File: src/design/csim_pkg.sv
// Shared types and constants for the cosine similarity engine.
`timescale 1ns / 1ps
package csim_pkg;

    localparam int ELEM_W  = 16;
    localparam int DOT_W   = 42;
    localparam int NORM_W  = 41;
    localparam int MPLR_W  = 42;
    localparam int PROD_W  = 114;
    localparam int RHS_SH  = 30;
    localparam int Q_W     = 15;
    localparam int T_W     = 15;
    localparam int TT_W    = 30;
    localparam logic [Q_W-1:0] Q_ONE = 15'd16384;

    typedef struct packed {
        logic signed [ELEM_W-1:0] a_elem;
        logic signed [ELEM_W-1:0] b_elem;
        logic                     last_pair;
    } t_req;

    typedef struct packed {
        logic signed [15:0] cosine;
        logic               degenerate;
    } t_res;

    typedef enum logic [1:0] {
        OP_NAB = 2'd0,
        OP_DSQ = 2'd1,
        OP_TT  = 2'd2,
        OP_LHS = 2'd3
    } t_mul_op;

    typedef struct packed {
        logic    mul_load;
        t_mul_op op;
        logic    capture;
        logic    srch_init;
        logic    srch_update;
        logic    emit;
        logic    clear;
    } t_cmd;

    typedef struct packed {
        logic degen;
        logic mul_done;
        logic lo_lt_hi;
    } t_sts;

endpackage

File: src/design/csim_datapath.sv
// Accumulators, shared shift-add multiplier and rounding search for the cosine engine.
`timescale 1ns / 1ps
module csim_datapath (
    input  logic          i_clk,
    input  logic          i_rst_n,
    input  logic          i_acc_en,
    input  csim_pkg::t_req i_req,
    input  csim_pkg::t_cmd i_cmd,
    output csim_pkg::t_sts o_sts,
    output csim_pkg::t_res o_res,
    output logic          o_done
);
    import csim_pkg::*;

    logic signed [DOT_W-1:0]  r_dot;
    logic [NORM_W-1:0]        r_na, r_nb;
    logic [PROD_W-1:0]        r_mcand, r_acc;
    logic [MPLR_W-1:0]        r_mplr;
    logic [2*NORM_W-1:0]      r_nab;
    logic [2*MPLR_W-1:0]      r_dsq;
    logic [TT_W-1:0]          r_tt;
    logic [Q_W-1:0]           r_lo, r_hi;
    t_res                     r_res;
    logic                     r_done;

    logic signed [2*ELEM_W-1:0] p, pa, pb;
    logic signed [DOT_W:0]      dot_ext;
    logic [NORM_W:0]            na_ext, nb_ext;
    logic signed [DOT_W-1:0]    n_dot;
    logic [NORM_W-1:0]          n_na, n_nb;
    logic [MPLR_W-1:0]          mag;
    logic [Q_W:0]               mid_sum;
    logic [Q_W-1:0]             mid;
    logic [T_W-1:0]             t;
    logic [PROD_W-1:0]          rhs;
    logic                       reaches;
    logic                       degen;

    always_comb begin
        p  = i_req.a_elem * i_req.b_elem;
        pa = i_req.a_elem * i_req.a_elem;
        pb = i_req.b_elem * i_req.b_elem;
        dot_ext = {r_dot[DOT_W-1], r_dot} + (DOT_W+1)'(p);
        na_ext  = {1'b0, r_na} + (NORM_W+1)'(pa[2*ELEM_W-2:0]);
        nb_ext  = {1'b0, r_nb} + (NORM_W+1)'(pb[2*ELEM_W-2:0]);
        if (dot_ext[DOT_W] != dot_ext[DOT_W-1]) begin
            n_dot = dot_ext[DOT_W] ? {1'b1, {(DOT_W-1){1'b0}}} : {1'b0, {(DOT_W-1){1'b1}}};
        end else begin
            n_dot = dot_ext[DOT_W-1:0];
        end
        n_na = na_ext[NORM_W] ? {NORM_W{1'b1}} : na_ext[NORM_W-1:0];
        n_nb = nb_ext[NORM_W] ? {NORM_W{1'b1}} : nb_ext[NORM_W-1:0];
        mag  = r_dot[DOT_W-1] ? MPLR_W'(-r_dot) : MPLR_W'(r_dot);
        mid_sum = {1'b0, r_lo} + {1'b0, r_hi} + 1'b1;
        mid  = mid_sum[Q_W:1];
        t    = T_W'({mid, 1'b0} - 1'b1);
        rhs  = {r_dsq[PROD_W-RHS_SH-1:0], {RHS_SH{1'b0}}};
        // The probe passes when (2q-1)^2 * na * nb <= 2^30 * dot^2.
        reaches = (r_acc <= rhs);
        degen = (r_na == '0) || (r_nb == '0);
    end

    always_ff @(posedge i_clk) begin
        if (!i_rst_n) begin
            r_dot  <= '0;
            r_na   <= '0;
            r_nb   <= '0;
            r_done <= 1'b0;
        end else begin
            r_done <= i_cmd.emit;
            if (i_cmd.clear) begin
                r_dot <= '0;
                r_na  <= '0;
                r_nb  <= '0;
            end else if (i_acc_en) begin
                r_dot <= n_dot;
                r_na  <= n_na;
                r_nb  <= n_nb;
            end
        end
    end

    always_ff @(posedge i_clk) begin
        if (i_cmd.mul_load) begin
            r_acc <= '0;
            case (i_cmd.op)
                OP_NAB: begin
                    r_mcand <= PROD_W'(r_na);
                    r_mplr  <= MPLR_W'(r_nb);
                end
                OP_DSQ: begin
                    r_mcand <= PROD_W'(mag);
                    r_mplr  <= mag;
                end
                OP_TT: begin
                    r_mcand <= PROD_W'(t);
                    r_mplr  <= MPLR_W'(t);
                end
                default: begin
                    r_mcand <= PROD_W'(r_nab);
                    r_mplr  <= MPLR_W'(r_tt);
                end
            endcase
        end else if (r_mplr != '0) begin
            if (r_mplr[0]) begin
                r_acc <= r_acc + r_mcand;
            end
            r_mcand <= {r_mcand[PROD_W-2:0], 1'b0};
            r_mplr  <= {1'b0, r_mplr[MPLR_W-1:1]};
        end
        if (i_cmd.capture) begin
            case (i_cmd.op)
                OP_NAB:  r_nab <= r_acc[2*NORM_W-1:0];
                OP_DSQ:  r_dsq <= r_acc[2*MPLR_W-1:0];
                OP_TT:   r_tt  <= r_acc[TT_W-1:0];
                default: r_tt  <= r_tt;
            endcase
        end
        if (i_cmd.srch_init) begin
            r_lo <= '0;
            r_hi <= Q_ONE;
        end else if (i_cmd.srch_update) begin
            if (reaches) begin
                r_lo <= mid;
            end else begin
                r_hi <= mid - 1'b1;
            end
        end
        if (i_cmd.emit) begin
            r_res.degenerate <= degen;
            if (degen) begin
                r_res.cosine <= '0;
            end else if (r_dot[DOT_W-1]) begin
                r_res.cosine <= -$signed({1'b0, r_lo});
            end else begin
                r_res.cosine <= $signed({1'b0, r_lo});
            end
        end
    end

    assign o_sts.degen    = degen;
    assign o_sts.mul_done = (r_mplr == '0);
    assign o_sts.lo_lt_hi = (r_lo < r_hi);
    assign o_res  = r_res;
    assign o_done = r_done;

endmodule

File: src/design/csim_ctrl.sv
// Sequencer that drives the multiply and search steps after the final pair.
`timescale 1ns / 1ps
module csim_ctrl (
    input  logic           i_clk,
    input  logic           i_rst_n,
    input  logic           i_last_acc,
    input  csim_pkg::t_sts i_sts,
    output csim_pkg::t_cmd o_cmd,
    output logic           o_busy
);
    import csim_pkg::*;

    typedef enum logic [2:0] {
        S_IDLE,
        S_EVAL,
        S_LOAD,
        S_MUL,
        S_SRCH
    } t_state;

    t_state  r_state, n_state;
    t_mul_op r_op, n_op;
    t_cmd    cmd;

    always_comb begin
        n_state = r_state;
        n_op    = r_op;
        cmd     = '0;
        cmd.op  = r_op;
        case (r_state)
            S_IDLE: begin
                if (i_last_acc) begin
                    n_state = S_EVAL;
                end
            end
            S_EVAL: begin
                if (i_sts.degen) begin
                    cmd.emit  = 1'b1;
                    cmd.clear = 1'b1;
                    n_state   = S_IDLE;
                end else begin
                    cmd.srch_init = 1'b1;
                    n_op    = OP_NAB;
                    n_state = S_LOAD;
                end
            end
            S_LOAD: begin
                cmd.mul_load = 1'b1;
                n_state      = S_MUL;
            end
            S_MUL: begin
                if (i_sts.mul_done) begin
                    cmd.capture = 1'b1;
                    case (r_op)
                        OP_NAB: begin
                            n_op    = OP_DSQ;
                            n_state = S_LOAD;
                        end
                        OP_DSQ: n_state = S_SRCH;
                        OP_TT: begin
                            n_op    = OP_LHS;
                            n_state = S_LOAD;
                        end
                        default: begin
                            cmd.srch_update = 1'b1;
                            n_state         = S_SRCH;
                        end
                    endcase
                end
            end
            S_SRCH: begin
                if (i_sts.lo_lt_hi) begin
                    n_op    = OP_TT;
                    n_state = S_LOAD;
                end else begin
                    cmd.emit  = 1'b1;
                    cmd.clear = 1'b1;
                    n_state   = S_IDLE;
                end
            end
            default: n_state = S_IDLE;
        endcase
    end

    always_ff @(posedge i_clk) begin
        if (!i_rst_n) begin
            r_state <= S_IDLE;
            r_op    <= OP_NAB;
        end else begin
            r_state <= n_state;
            r_op    <= n_op;
        end
    end

    assign o_cmd  = cmd;
    assign o_busy = (r_state != S_IDLE);

endmodule

File: src/design/cosine_similarity_engine_unit.sv
// Top level of the cosine similarity engine.
`timescale 1ns / 1ps
// Element pairs are accepted one per cycle whenever busy is low; each accepted
// request updates the dot product and both squared norms in the same cycle,
// saturating at their widths. A request with last_pair set raises busy from
// the next cycle while the result is formed: a zero norm finishes straight
// from the evaluation state, otherwise one shared bit-serial shift-add
// multiplier forms the norm product and the squared dot product (one
// multiplier bit per cycle) and then runs a binary search of up to 15 probes
// for the rounded magnitude, each probe two multiplications. The result
// shows on o_res with o_done high for exactly one cycle; the receiver cannot
// stall it, and the accumulators clear.
module cosine_similarity_engine_unit (
    input  logic           i_clk,
    input  logic           i_rst_n,
    input  logic           start,
    output logic           busy,
    input  csim_pkg::t_req i_req,
    output csim_pkg::t_res o_res,
    output logic           o_done
);
    import csim_pkg::*;

    logic acc_en;
    t_cmd cmd;
    t_sts sts;

    assign acc_en = start && !busy;

    csim_ctrl u_ctrl (
        .i_clk      (i_clk),
        .i_rst_n    (i_rst_n),
        .i_last_acc (acc_en && i_req.last_pair),
        .i_sts      (sts),
        .o_cmd      (cmd),
        .o_busy     (busy)
    );

    csim_datapath u_dp (
        .i_clk    (i_clk),
        .i_rst_n  (i_rst_n),
        .i_acc_en (acc_en),
        .i_req    (i_req),
        .i_cmd    (cmd),
        .o_sts    (sts),
        .o_res    (o_res),
        .o_done   (o_done)
    );

endmodule

File: config.mk
export PLATFORM = sky130hd
export DESIGN_NAME = cosine_similarity_engine_unit
export DESIGN_NICKNAME = d
export VERILOG_FILES = /design/src/design/csim_pkg.sv /design/src/design/csim_datapath.sv /design/src/design/csim_ctrl.sv /design/src/design/cosine_similarity_engine_unit.sv
export SDC_FILE = /design/constraint.sdc
export NUM_CORES = 2
export LEC_CHECK = 0
export ABC_AREA = 0
export BUFFER_PORTS_ARGS = -buffer_cell sky130_fd_sc_hd__clkbuf_2
export CORE_AREA = 2 2 342 344
export DETAILED_ROUTE_END_ITERATION = 12
export DIE_AREA = 0 0 344 346
export GPL_TIMING_DRIVEN = 0
export PLACE_DENSITY_LB_ADDON = 0.3
export SETUP_SLACK_MARGIN = 0.4
export SYNTH_ARGS = -nofsm -noshare
export SYNTH_HDL_FRONTEND = slang
export SYNTH_SLANG_ARGS = --single-unit
File: constraint.sdc
create_clock -name i_clk -period 11.2 [get_ports i_clk]
set_input_delay 0.56 -clock i_clk [delete_from_list [all_inputs] [get_ports i_clk]]
set_output_delay 0.56 -clock i_clk [all_outputs]
set_load 0.005 [all_outputs]
==> flow_metrics.env <==
export IMPL_status="finished clean"
export IMPL_syn_cell_area_sq_um=68900
export IMPL_cts_buffer_depth=3
export IMPL_ff_latch_area_sq_um=16600
export IMPL_crit_fanout=10
export IMPL_rsz0062_at_grt="false"
export IMPL_hpwl_um=182000
export IMPL_drt_iter0_markers=5808
export IMPL_routed_via_count=57000
export IMPL_cpMaxStageDelayCell="clkbuf_1"
export IMPL_die_area_sq_um=119000
export IMPL_wire_per_inst_um=24.0
export IMPL_arrival_ns=10.89
export IMPL_required_ns=11.69
export IMPL_syn_inst=7537
export IMPL_clkSinkCount=643
export IMPL_ios=55
export IMPL_hold_slack_ns=0.255
export IMPL_drt_pass1_iter_count=8
export IMPL_nFillCells=9729
export IMPL_num_rows=125
export IMPL_drive_gt1_share_pct=3.30
export IMPL_design_area_sq_um=73900
export IMPL_cts_made_buffers=72
export IMPL_period_needed_ns=10.40
export IMPL_maxSlewHeadroom_pct=9.52
export IMPL_ys_warn_count=0
export IMPL_startpoint_type="input port"
export IMPL_overflow=0
export IMPL_drt_wl_total_um=222000
export IMPL_yosysSeqAreaShare_pct=24.0
export IMPL_synth_seq_cells=643
export IMPL_clock_latency_ns=0.66
export IMPL_track_usage_pct=37.4
export IMPL_ant_nets=0
export IMPL_hold_violations=0
export IMPL_grt_pass1_wl_um=337000
export IMPL_h_tree_depth=3
export IMPL_layout_nets=9112
export IMPL_clock_fmax_mhz=96.2
export IMPL_yosysUniqueCellTypes=86
export IMPL_grt_max_degree=67
export IMPL_synthToLayoutAreaGrowth_pct=7.21
export IMPL_drv_cap=0
export IMPL_synthXorXnorAreaFrac_pct=4.68
export IMPL_synth_ff_type="edfxtp_1"
export IMPL_clockRootBuffer="clkbuf_16"
export IMPL_multi_input_area_sq_um=46800
export IMPL_die_w_um=344
export IMPL_coreArea_sq_um=115000
export IMPL_synth_edf_count=369
export IMPL_cts_hold_buf=0
export IMPL_grt_pass1_vias=56800
export IMPL_synth_top_family_by_area="adder cells"
export IMPL_synth_compound_area_share_pct=13.7
export IMPL_cts_tree="done"
export IMPL_crit_type="input port to flip-flop"
export IMPL_synthAdderAreaFrac_pct=34.6
export IMPL_avgSynthCellArea_sq_um=9.15
export IMPL_clk_pin_slew_ns=0.06
export IMPL_synth_area_mux_share_pct=1.49
export IMPL_final_util_pct=64.0
export IMPL_yosys_area_share_simple_pct=13.4
export IMPL_syn_nets=8971
export IMPL_slew_viol_final=0
export IMPL_synthArstFlopShare_pct=0
export IMPL_die_y_um=346
export IMPL_drc_errors=0
export IMPL_setup_viol=0
export IMPL_viasPerCell=6.15
export IMPL_antenna_found_initial=7
export IMPL_place_inst=9128
export IMPL_port_buffers=49
export IMPL_skew_ns=0.0282
export IMPL_worst_path_most_repeated_cell="fa_1"
export IMPL_gp_congestion=0.999
export IMPL_regToRegSetupSlack_ns=3.33
export IMPL_placed_area_sq_um=71400
export IMPL_critPathCaptureType="flip-flop"
export IMPL_max_slew_worst_pin_slew_ns=1.35
export IMPL_hp_class="input port to flip-flop"
export IMPL_stdcell_count=9264
export IMPL_timing_final_crit_share_pct=92.9
export IMPL_crit_path_max_incr_delay_ns=0.88
export IMPL_start_util_pct=59.7
[Yosys cell counts (13+ instances only)]
library cell / count / area share [%]
a211oi_1: 37 / 0.40
a21boi_0: 14 / 0.15
a21o_1: 187 / 2.0
a21oi_1: 534 / 3.9
a221oi_1: 24 / 0.30
a311oi_1: 16 / 0.20
a31o_2: 14 / 0.18
a31oi_1: 58 / 0.53
and2_1: 185 / 1.7
and3_1: 35 / 0.32
and4_1: 13 / 0.17
buf_1: 18 / 0.098
clkbuf_1: 295 / 1.6
dfxtp_1: 274 / 8.0
edfxtp_1: 369 / 16
fa_1: 796 / 23
ha_1: 602 / 11
inv_1: 1164 / 6.3
maj3_1: 41 / 0.60
mux2i_1: 99 / 1.4
nand2_1: 707 / 3.8
nand2b_1: 50 / 0.45
nand3_1: 111 / 0.81
nand4_1: 83 / 0.75
nor2_1: 497 / 2.7
nor2b_1: 49 / 0.44
nor3_1: 91 / 0.66
nor4_1: 57 / 0.52
o211ai_1: 15 / 0.16
o21a_1: 30 / 0.33
o21ai_0: 340 / 2.5
o21ai_1: 17 / 0.12
o21bai_1: 54 / 0.59
o22ai_1: 18 / 0.16
o31ai_1: 52 / 0.57
or3_1: 30 / 0.27
xnor2_1: 221 / 2.8
xor2_1: 147 / 1.9
[per-layer routing]
metal / vias to the layer above / GRT usage [%] / share of wire, %
met5: - / 0 / 0.012
met4: 4 / 14.6 / 4.6
met3: 570 / 8.54 / 11
met2: 2840 / 58.2 / 44
met1: 28100 / 50.6 / 40
li1: 25500 / - / -
[worst max-delay path: cells and delay by family]
family                     cells  cell delay, ns
and+or+nand+nor                7            0.88
xor gates and xnor gates       1            0.35
AOI/OAI and AO/OA             11            2.72
buffers and inverters          7            2.44
adders and majority gates      8            3.87
[what timing repair did]
item,4_1_cts,5_1_grt
buffers inserted,0,0
resized for setup,0,12
setup endpoints to repair,0,35
[flip-flops by register name, summed over array words and instances, names as in the netlist]
signal          flops
u_dp.o_res         17
u_ctrl.r_op         2
u_dp.r_dsq         84
u_dp.r_nb          41
u_dp.r_tt          30
u_dp.r_na          41
u_dp.r_mplr        42
u_dp.r_lo          15
u_dp.r_dot         42
u_dp.r_nab         82
u_dp.r_hi          15
u_dp.r_acc        114
u_dp.r_mcand      114
u_dp.o_done         1
u_ctrl.r_state      3
[cells in the final DEF (no fill, tap or decap), types with 90 or more instances in the layout]
cell type / n
clkbuf_1: 301
mux2i_1: 99
nand2_1: 706
a21oi_1: 534
o21ai_0: 340
dfxtp_1: 274
xnor2_1: 221
inv_1: 1164
ha_1: 602
and2_1: 185
fa_1: 795
xor2_1: 147
nor2_1: 496
nor3_1: 90
edfxtp_1: 369
nand3_1: 111
a21o_1: 187
[path summary, 6_finish.rpt]
kind	start	to	depth (start not counted)
setup / recovery	i_req[10]	u_dp.r_nb[27]	34
hold / removal	i_rst_n	u_ctrl.r_state[2]	3
setup reg to reg	u_dp.r_dot[15]	u_dp.r_dot[0]	20
hold reg to reg	u_dp.r_hi[13]	u_dp.r_hi[13]	2
[logic make-up (layout without fill, tap and decap cells)]
kind of cell	Yosys count	in the layout
compound gates	1525	1525
xor+xnor	368	368
fa+ha+maj	1439	1439
buf+inv	1490	1690
flops	643	643
mux	102	102
other cells	0	3
simple gates	1970	1970
[through the flow]
stage,setup TNS [ns],setup slack (ns)
6_report,0,0.800
4_1_cts,0,0.482
5_1_grt,0,0.430
2_1_floorplan,0,2.74
3_5_place_dp,-1.25,-0.122
3_3_place_gp,-84.40,-1.05
[layout make-up]
cell class | instances | share of cell area, %
clock buffers | 88 | 2.62
diodes | 3 | 0.0102
flip-flops and latches | 643 | 22.4
well taps | 1524 | 2.58
clock inverters | 45 | 0.741
inverters | 1175 | 5.97
plain buffers | 315 | 1.61
multi-input cells | 5404 | 63.4
repair buffers | 67 | 0.708
Power is left out: the tool's default activity adds up to more than one toggle a clock period on the data nets, which glitch-free logic cannot reach.
